<file path="config.mk">
export PLATFORM = sky130hd
export DESIGN_NAME = voice_allocator_with_stealing
export DESIGN_NICKNAME = d
export VERILOG_FILES = /design/src/rtl/core/vaws_pkg.sv /design/src/rtl/core/vaws_cell.sv /design/src/rtl/core/voice_allocator_with_stealing.sv
export SDC_FILE = /design/constraint.sdc
export NUM_CORES = 2
export LEC_CHECK = 0
export BUFFER_PORTS_ARGS = -buffer_cell sky130_fd_sc_hd__buf_2
export CAP_MARGIN = 20
export CORE_ASPECT_RATIO = 0.5
export CORE_MARGIN = 1.5
export CORE_UTILIZATION = 55
export CTS_BUF_LIST = sky130_fd_sc_hd__clkbuf_4 sky130_fd_sc_hd__clkbuf_8
export CTS_CLUSTER_DIAMETER = 80
export DETAILED_ROUTE_END_ITERATION = 8
export PLACE_DENSITY = 0.71
export SLEW_MARGIN = 5
export SYNTH_ARGS = -nofsm -noshare
export SYNTH_HDL_FRONTEND = slang
export SYNTH_SLANG_ARGS = --single-unit
</file>
<file path="constraint.sdc">
create_clock -name i_clk -period 5.6 [get_ports i_clk]
set_clock_uncertainty 0.15 [all_clocks]
set_input_delay 1.12 -clock i_clk [delete_from_list [all_inputs] [get_ports i_clk]]
set_output_delay 1.12 -clock i_clk [all_outputs]
set_load 0.01 [all_outputs]
</file>
<file path="src/rtl/core/vaws_pkg.sv">
// ============================================================================
// vaws_pkg
// Types and constants shared by the voice allocator and its voice cells.
// ============================================================================
package vaws_pkg;

    // Largest supported voice table and the widths that follow from it.
    localparam int VA_MAX_VOICES = 64;
    localparam int VA_IDX_W      = 6;
    localparam int VA_CNT_W      = 7;

    // Field widths of a request and a result.
    localparam int VA_PRIO_W  = 8;
    localparam int VA_GROUP_W = 16;
    localparam int VA_LIMIT_W = 10;
    localparam int VA_VIDX_W  = 5;

    // Configuration port layout: one register per 32-bit word.
    localparam int        CFG_ADDR_W      = 3;
    localparam int        CFG_DATA_W      = 32;
    localparam logic      CFG_IDX_ENABLED = 1'b0;

    // Request kinds.
    typedef enum logic {
        REQ_PLAY     = 1'b0,
        REQ_FINISHED = 1'b1
    } t_req_type;

    // Controller states.
    typedef enum logic {
        ST_IDLE = 1'b0,
        ST_SCAN = 1'b1
    } t_state;

    // Request marks broadcast to every cell.
    typedef struct packed {
        logic                  absl;
        logic [VA_PRIO_W-1:0]  prio;
        logic [VA_GROUP_W-1:0] grp;
    } t_req;

    // Table update command broadcast to every cell.
    typedef struct packed {
        logic                wr;
        logic                clr;
        logic [VA_IDX_W-1:0] idx;
    } t_cell_cmd;

    // Scan token handed from cell to cell.
    typedef struct packed {
        logic                valid;
        logic [VA_CNT_W-1:0] count;
        logic                found_a;
        logic [VA_IDX_W-1:0] pick_a;
        logic                stop_a;
        logic                found_b;
        logic [VA_IDX_W-1:0] pick_b;
        logic                stop_b;
    } t_scan_tok;

endpackage

</file>
<file path="src/rtl/core/vaws_cell.sv">
// ============================================================================
// vaws_cell
// One voice of the table: holds its marks, updates its part of the scan
// token and registers it on its way to the next cell.
// ============================================================================
module vaws_cell
    import vaws_pkg::*;
#(
    parameter int CellIdx = 0
) (
    input  logic      i_clk,
    input  logic      i_rst_n,
    input  t_req      i_req,
    input  t_cell_cmd i_cmd,
    input  t_scan_tok i_tok,
    output t_scan_tok o_tok
);

    localparam logic [VA_IDX_W-1:0] MY_IDX = VA_IDX_W'(CellIdx);

    logic                  r_playing;
    logic                  r_absolute;
    logic [VA_PRIO_W-1:0]  r_priority;
    logic [VA_GROUP_W-1:0] r_group;
    t_scan_tok             r_tok;
    t_scan_tok             n_tok;

    logic in_group;
    logic stealable;
    logic cand_free;
    logic cand_group;
    logic hit;

    // Local view of this voice against the request being scanned.
    assign in_group   = r_playing && (r_group == i_req.grp);
    assign stealable  = !r_absolute && (i_req.prio >= r_priority);
    assign cand_free  = !r_playing || stealable;
    assign cand_group = in_group && stealable;
    assign hit        = (i_cmd.idx == MY_IDX);

    // Add this voice to the group count and claim the first-candidate slots.
    always_comb begin
        n_tok       = i_tok;
        n_tok.count = i_tok.count + VA_CNT_W'(in_group);
        if (!i_tok.found_a && cand_free) begin
            n_tok.found_a = 1'b1;
            n_tok.pick_a  = MY_IDX;
            n_tok.stop_a  = r_playing;
        end
        if (!i_tok.found_b && cand_group) begin
            n_tok.found_b = 1'b1;
            n_tok.pick_b  = MY_IDX;
            n_tok.stop_b  = r_playing;
        end
    end

    // Token stage toward the next cell.
    always_ff @(posedge i_clk) begin
        if (!i_rst_n) begin
            r_tok <= '0;
        end else begin
            r_tok <= n_tok;
        end
    end

    assign o_tok = r_tok;

    // Voice marks: a grant loads the request, a finished event stops the voice.
    always_ff @(posedge i_clk) begin
        if (!i_rst_n) begin
            r_playing  <= 1'b0;
            r_absolute <= 1'b0;
            r_priority <= '0;
            r_group    <= '0;
        end else if (i_cmd.wr && hit) begin
            r_playing  <= 1'b1;
            r_absolute <= i_req.absl;
            r_priority <= i_req.prio;
            r_group    <= i_req.grp;
        end else if (i_cmd.clr && hit) begin
            r_playing  <= 1'b0;
        end
    end

endmodule

</file>
<file path="src/rtl/core/voice_allocator_with_stealing.sv">
// ============================================================================
// voice_allocator_with_stealing
// Voice allocator with group limits and priority stealing, built as a row
// of voice cells that a scan token walks through one cell per cycle.
// ============================================================================
//
//  Channel   Handshake                Payload
//  --------  -----------------------  -------------------------------------
//  request   start / busy             i_req_type, i_is_absolute,
//                                     i_priority_req, i_group,
//                                     i_group_limit, i_finished_voice
//  result    o_valid (one cycle)      o_granted, o_voice_index, o_must_stop
//  config    APB psel/penable/pready  paddr, pwdata, prdata
//
//  A finished event, or a play request while disabled, gives its result
//  in the cycle after it is taken and keeps busy low.
//  An enabled play request holds busy while the scan token passes every
//  voice cell in turn, one cell per clock; the pick and table update
//  happen as the token comes out of the last cell.
//  Reset is synchronous and active low; it empties the table and enables
//  the block. The receiver cannot stall, so results are never held back.
//
module voice_allocator_with_stealing
    import vaws_pkg::*;
#(
    parameter int NUM_VOICES = 32
) (
    input  logic                         i_clk,
    input  logic                         i_rst_n,

    // Request channel.
    input  logic                         start,
    output logic                         busy,
    input  logic                         i_req_type,
    input  logic                         i_is_absolute,
    input  logic [VA_PRIO_W-1:0]         i_priority_req,
    input  logic signed [VA_GROUP_W-1:0] i_group,
    input  logic [VA_LIMIT_W-1:0]        i_group_limit,
    input  logic [VA_VIDX_W-1:0]         i_finished_voice,

    // Result channel.
    output logic                         o_valid,
    output logic                         o_granted,
    output logic [VA_VIDX_W-1:0]         o_voice_index,
    output logic                         o_must_stop,

    // Configuration port.
    input  logic                         psel,
    input  logic                         penable,
    input  logic                         pwrite,
    input  logic [CFG_ADDR_W-1:0]        paddr,
    input  logic [CFG_DATA_W-1:0]        pwdata,
    output logic [CFG_DATA_W-1:0]        prdata,
    output logic                         pready
);

    t_state                  r_state;
    t_state                  n_state;
    logic                    r_inject;
    logic                    n_inject;
    logic                    r_enabled;
    t_req                    r_req;
    logic [VA_LIMIT_W-1:0]   r_limit;

    logic                    r_valid;
    logic                    n_valid;
    logic                    r_granted;
    logic                    n_granted;
    logic [VA_VIDX_W-1:0]    r_voice_index;
    logic [VA_VIDX_W-1:0]    n_voice_index;
    logic                    r_must_stop;
    logic                    n_must_stop;

    t_cell_cmd               cmd;
    t_scan_tok               tok [NUM_VOICES+1];
    t_scan_tok               tok_end;
    logic                    accept;
    logic                    below_limit;
    logic                    sel_found;
    logic [VA_IDX_W-1:0]     sel_pick;
    logic                    sel_stop;

    assign busy   = (r_state != ST_IDLE);
    assign accept = start && !busy;

    // Configuration register: written on the APB access phase.
    assign pready = 1'b1;

    always_ff @(posedge i_clk) begin
        if (!i_rst_n) begin
            r_enabled <= 1'b1;
        end else if (psel && penable && pwrite && pready &&
                     (paddr[CFG_ADDR_W-1] == CFG_IDX_ENABLED)) begin
            r_enabled <= pwdata[0];
        end
    end

    assign prdata = (paddr[CFG_ADDR_W-1] == CFG_IDX_ENABLED) ?
                    {{(CFG_DATA_W-1){1'b0}}, r_enabled} : '0;

    // Request marks are held for the whole scan and the final update.
    always_ff @(posedge i_clk) begin
        if (accept) begin
            r_req.absl <= i_is_absolute;
            r_req.prio <= i_priority_req;
            r_req.grp  <= i_group;
            r_limit    <= i_group_limit;
        end
    end

    // The scan token enters the first cell with an empty count.
    assign tok[0] = {r_inject, {($bits(t_scan_tok)-1){1'b0}}};

    // Row of voice cells.
    for (genvar gi = 0; gi < NUM_VOICES; gi++) begin : g_cell
        vaws_cell #(
            .CellIdx (gi)
        ) u_cell (
            .i_clk   (i_clk),
            .i_rst_n (i_rst_n),
            .i_req   (r_req),
            .i_cmd   (cmd),
            .i_tok   (tok[gi]),
            .o_tok   (tok[gi+1])
        );
    end

    assign tok_end = tok[NUM_VOICES];

    // Pick between a free or stealable voice and stealing inside the group.
    assign below_limit = (VA_LIMIT_W'(tok_end.count) < r_limit);
    assign sel_found   = below_limit ? tok_end.found_a : tok_end.found_b;
    assign sel_pick    = below_limit ? tok_end.pick_a  : tok_end.pick_b;
    assign sel_stop    = below_limit ? tok_end.stop_a  : tok_end.stop_b;

    // Controller: next state, table commands and the next result.
    always_comb begin
        n_state       = r_state;
        n_inject      = 1'b0;
        n_valid       = 1'b0;
        n_granted     = 1'b0;
        n_voice_index = '0;
        n_must_stop   = 1'b0;
        cmd           = '0;
        unique case (r_state)
            ST_IDLE: begin
                if (start) begin
                    if (i_req_type == REQ_FINISHED) begin
                        cmd.clr = 1'b1;
                        cmd.idx = VA_IDX_W'(i_finished_voice);
                        n_valid = 1'b1;
                    end else if (!r_enabled) begin
                        n_valid = 1'b1;
                    end else begin
                        n_state  = ST_SCAN;
                        n_inject = 1'b1;
                    end
                end
            end
            ST_SCAN: begin
                if (tok_end.valid) begin
                    n_state = ST_IDLE;
                    n_valid = 1'b1;
                    if (sel_found) begin
                        n_granted     = 1'b1;
                        n_voice_index = sel_pick[VA_VIDX_W-1:0];
                        n_must_stop   = sel_stop;
                        cmd.wr        = 1'b1;
                        cmd.idx       = sel_pick;
                    end
                end
            end
            default: begin
                n_state = ST_IDLE;
            end
        endcase
    end

    always_ff @(posedge i_clk) begin
        if (!i_rst_n) begin
            r_state  <= ST_IDLE;
            r_inject <= 1'b0;
            r_valid  <= 1'b0;
        end else begin
            r_state  <= n_state;
            r_inject <= n_inject;
            r_valid  <= n_valid;
        end
    end

    // Result payload.
    always_ff @(posedge i_clk) begin
        r_granted     <= n_granted;
        r_voice_index <= n_voice_index;
        r_must_stop   <= n_must_stop;
    end

    assign o_valid       = r_valid;
    assign o_granted     = r_granted;
    assign o_voice_index = r_voice_index;
    assign o_must_stop   = r_must_stop;

endmodule

</file>
==> impl_metrics.tcl <==
set metrics [dict create \
    root_buffer "clkbuf_8" \
    syn_avg_cell_area_um2 9.71 \
    total_power_uw 21500 \
    status "finished clean" \
    initial_utilization_pct 55.4 \
    coreArea_mm2 0.115 \
    maxCapViolCount 0 \
    crit_buf_inv 1 \
    path_cells "inv_1 -> ha_1 -> o21ai_0 -> o21bai_2 -> nand4_1 -> nand3_1 -> nor2_1 -> nand3_2 -> mux2i_1" \
    syn_inst 6569 \
    hpwl_mm 107 \
    grt_max_degree 179 \
    area_delta_synth_final_pct 9.86 \
    nets 6959 \
    vias_per_cell 5.53 \
    cts_made_buffers 201 \
    cp.required_ns 6.29 \
    power_frac_comb_pct 6.4 \
    ys_async_sr_fraction_pct 0 \
    ant_nets 0 \
    postRouteWirelength_mm 163 \
    fin_crit_ns 4.77 \
    cts_setup_buffers 0 \
    grt_pass1_wl_mm 254 \
    synthesis.area_mm2 0.0638 \
    clock_path_buffers 3 \
    crit_path_start_kind "register" \
    yosysUniqueCellTypes 72 \
    dr.pass1.iters 6 \
    grt_overflow 0 \
    dr_total_vias 45700 \
    end_kind "register" \
    wl_per_cell_um 19.8 \
    clk_latency_ns 0.94 \
    cpPeakStageDelay_ns 0.95 \
    drv_slew 0 \
    mostFrequentLayoutCells "dfxtp_1, mux2i_1, nand2_1" \
    globalplace.congestion 0.895 \
    rows 88 \
    cell_internal_pwr_uw 16200 \
    ys.warnings.count 0 \
    seq_area_frac_synth_pct 47.6 \
    cts_max_level 4 \
    hold_class "in -> reg" \
    die_width_um 485 \
    cts_tree "yes" \
    boundaryPins 124 \
    critPathSlowestCell "nand3_2" \
    maxSlewHeadroom_pct 20.0 \
    drt_iter0_drc 3654 \
    ir_drop_mv 0.258 \
    worstSetupPathType "reg -> reg" \
    grt_pass1_vias 45300 \
    synth_seq_cells 1499 \
    cts_sinks 1499 \
    min_period_over_period_pct 85.2 \
    critPathTopFamily "simple AND/OR/NAND/NOR gates" \
    cts_hold_buf 0 \
    power.switching_uw 5270 \
    arrival_ns 5.46 \
    grt_usage_pct 27.5 \
    switching_share_pct 24.5 \
    rsz0062_at_grt "false" \
    num-fill-cells 9468 \
    fin_tns_setup_ns 0 \
    cp_max_fo 26 \
    antenna_found_initial 6 \
    synth-edff-count 35 \
    drive_gt1_share_pct 9.81 \
    ctsResizeCount 0 \
    p_leak_uw 0.0283 \
    power_per_cell_area_mw_per_mm2 307 \
    drcViolationCount 0 \
    pwr-share-clk_pct 42.9 \
    dieArea_mm2 0.118 \
    tightest_slew_ns 1.20 \
    clkTransAtPathRegs_ns 0.07 \
    mostFrequentLayoutCell "dfxtp_1" \
    p_seq_share_pct 50.6 \
    ys.flop_type "dfxtp_1" \
    portBuffers 58 \
    setup_viol 0 \
    chipHeight_um 244 \
    timing.fmax_mhz 210 \
    hold_violations 0 \
]
cell type report:
cell class | count | area (um^2) | share of cell area [%]
Inverter | 314 | 1190 | 1.69
Multi-Input combinational cell | 4336 | 30400 | 43.4
Clock inverter | 32 | 323 | 0.461
Antenna cell | 7 | 17.5 | 0.0250
Tap cell | 1530 | 1910 | 2.73
Clock buffer | 342 | 4300 | 6.14
Timing Repair Buffer | 202 | 1580 | 2.26
Sequential cell | 1499 | 30400 | 43.3
cell usage after synthesis (4+ instances only):
library cell | instances | area share [%]
nand2_2 | 7 | 0.069
a21oi_1 | 99 | 0.78
nand3_1 | 264 | 2.1
buf_2 | 51 | 0.40
dfxtp_1 | 1464 | 46
or4_1 | 21 | 0.25
buf_8 | 4 | 0.094
ha_1 | 323 | 6.3
and3_1 | 81 | 0.79
clkbuf_1 | 298 | 1.8
and2_1 | 106 | 1.0
a2111o_1 | 5 | 0.088
buf_1 | 31 | 0.18
or2_2 | 11 | 0.11
nor2b_1 | 6 | 0.059
o41ai_1 | 5 | 0.069
a211oi_1 | 28 | 0.33
buf_4 | 63 | 0.74
or3_1 | 14 | 0.14
xnor2_1 | 524 | 7.2
o31ai_1 | 11 | 0.13
a211o_1 | 6 | 0.082
inv_1 | 314 | 1.8
mux2i_1 | 653 | 10
o21ai_1 | 19 | 0.15
o21a_1 | 195 | 2.3
nor3b_1 | 35 | 0.41
xor2_1 | 118 | 1.6
nand2b_1 | 43 | 0.42
a31oi_1 | 27 | 0.26
nor2_1 | 563 | 3.3
o221a_2 | 34 | 0.60
o21ai_0 | 206 | 1.6
nor4_1 | 50 | 0.49
a21o_1 | 59 | 0.69
nand2_1 | 568 | 3.3
nand4_1 | 99 | 0.97
edfxtp_1 | 35 | 1.6
nor3_1 | 83 | 0.65
worst reg2reg max path, delay by kind of cell (launching register included):
kind                       cells  cell delay (ns)
AOI/OAI and AO/OA              2             1.12
DFF                            1             0.36
and+or+nand+nor                4             2.31
adders and majority gates      1             0.23
buffers and inverters          1             0.07
muxes                          1             0.46
metrics by stage:
stage	hold slack (ns)	util, %	cell area (um^2)	instances	setup WS, ns
final	0.215	60.8	70100	8262	0.832
after global routing	0.182	60.8	70100	8259	0.676
after CTS	0.132	60.8	70100	8255	1.02
after detailed placement	0.264	56.8	65400	7881	1.04
after global placement	0.261	56.8	65400	7879	1.18
after floorplan	0.242	-	63900	6599	0.719
final timing paths:
path                            depth (start not counted)  slack [ns]                          end                      start
worst min register to register                          2        0.27    g_cell[6].u_cell.o_tok[9]  g_cell[5].u_cell.o_tok[9]
worst min-delay path                                    1        0.22                    r_req[20]          i_priority_req[4]
worst max-delay path                                    9        0.83  g_cell[4].u_cell.r_group[6]                 r_limit[2]
worst max register to register                          9        0.83  g_cell[4].u_cell.r_group[6]                 r_limit[2]
cells by family after synthesis:
group           after synthesis  synth area share [%]
simple gates               1970                  14.5
flops                      1499                  47.6
buf+inv                     764                  5.07
compound gates              716                  7.44
mux                         653                  10.2
xor+xnor                    642                  8.82
fa+ha+maj                   323                  6.34
other cells                   2                0.0118
power groups by stage:
stage                     registers, uW  logic (uW)  clock network (uW)
after floorplan                   11100         877                   0
after global placement            11100        1310                   0
after detailed placement          11100        1350                   0
after CTS                         10900        1360                9370
after global routing              10900        1480                9880
final                             10900        1380                9240
sequential cells by signal (all words and copies together), names as in the netlist:
signal	cells
o_valid	1
g_cell.u_cell.o_tok	621
o_granted	1
r_inject	1
o_must_stop	1
g_cell.u_cell.r_group	512
o_voice_index	5
g_cell.u_cell.r_playing	32
g_cell.u_cell.r_absolute	32
r_req	25
busy	1
g_cell.u_cell.r_priority	256
r_limit	10
r_enabled	1
routing by layer:
| metal | track usage [%] | routed length (um) |
|---|---|---|
| met5 | 0 | 0 |
| met4 | 9.58 | 4560 |
| met3 | 4.73 | 11300 |
| met2 | 44.1 | 72900 |
| met1 | 37.2 | 74600 |
Note: power is estimated with default switching activity, not from simulation.
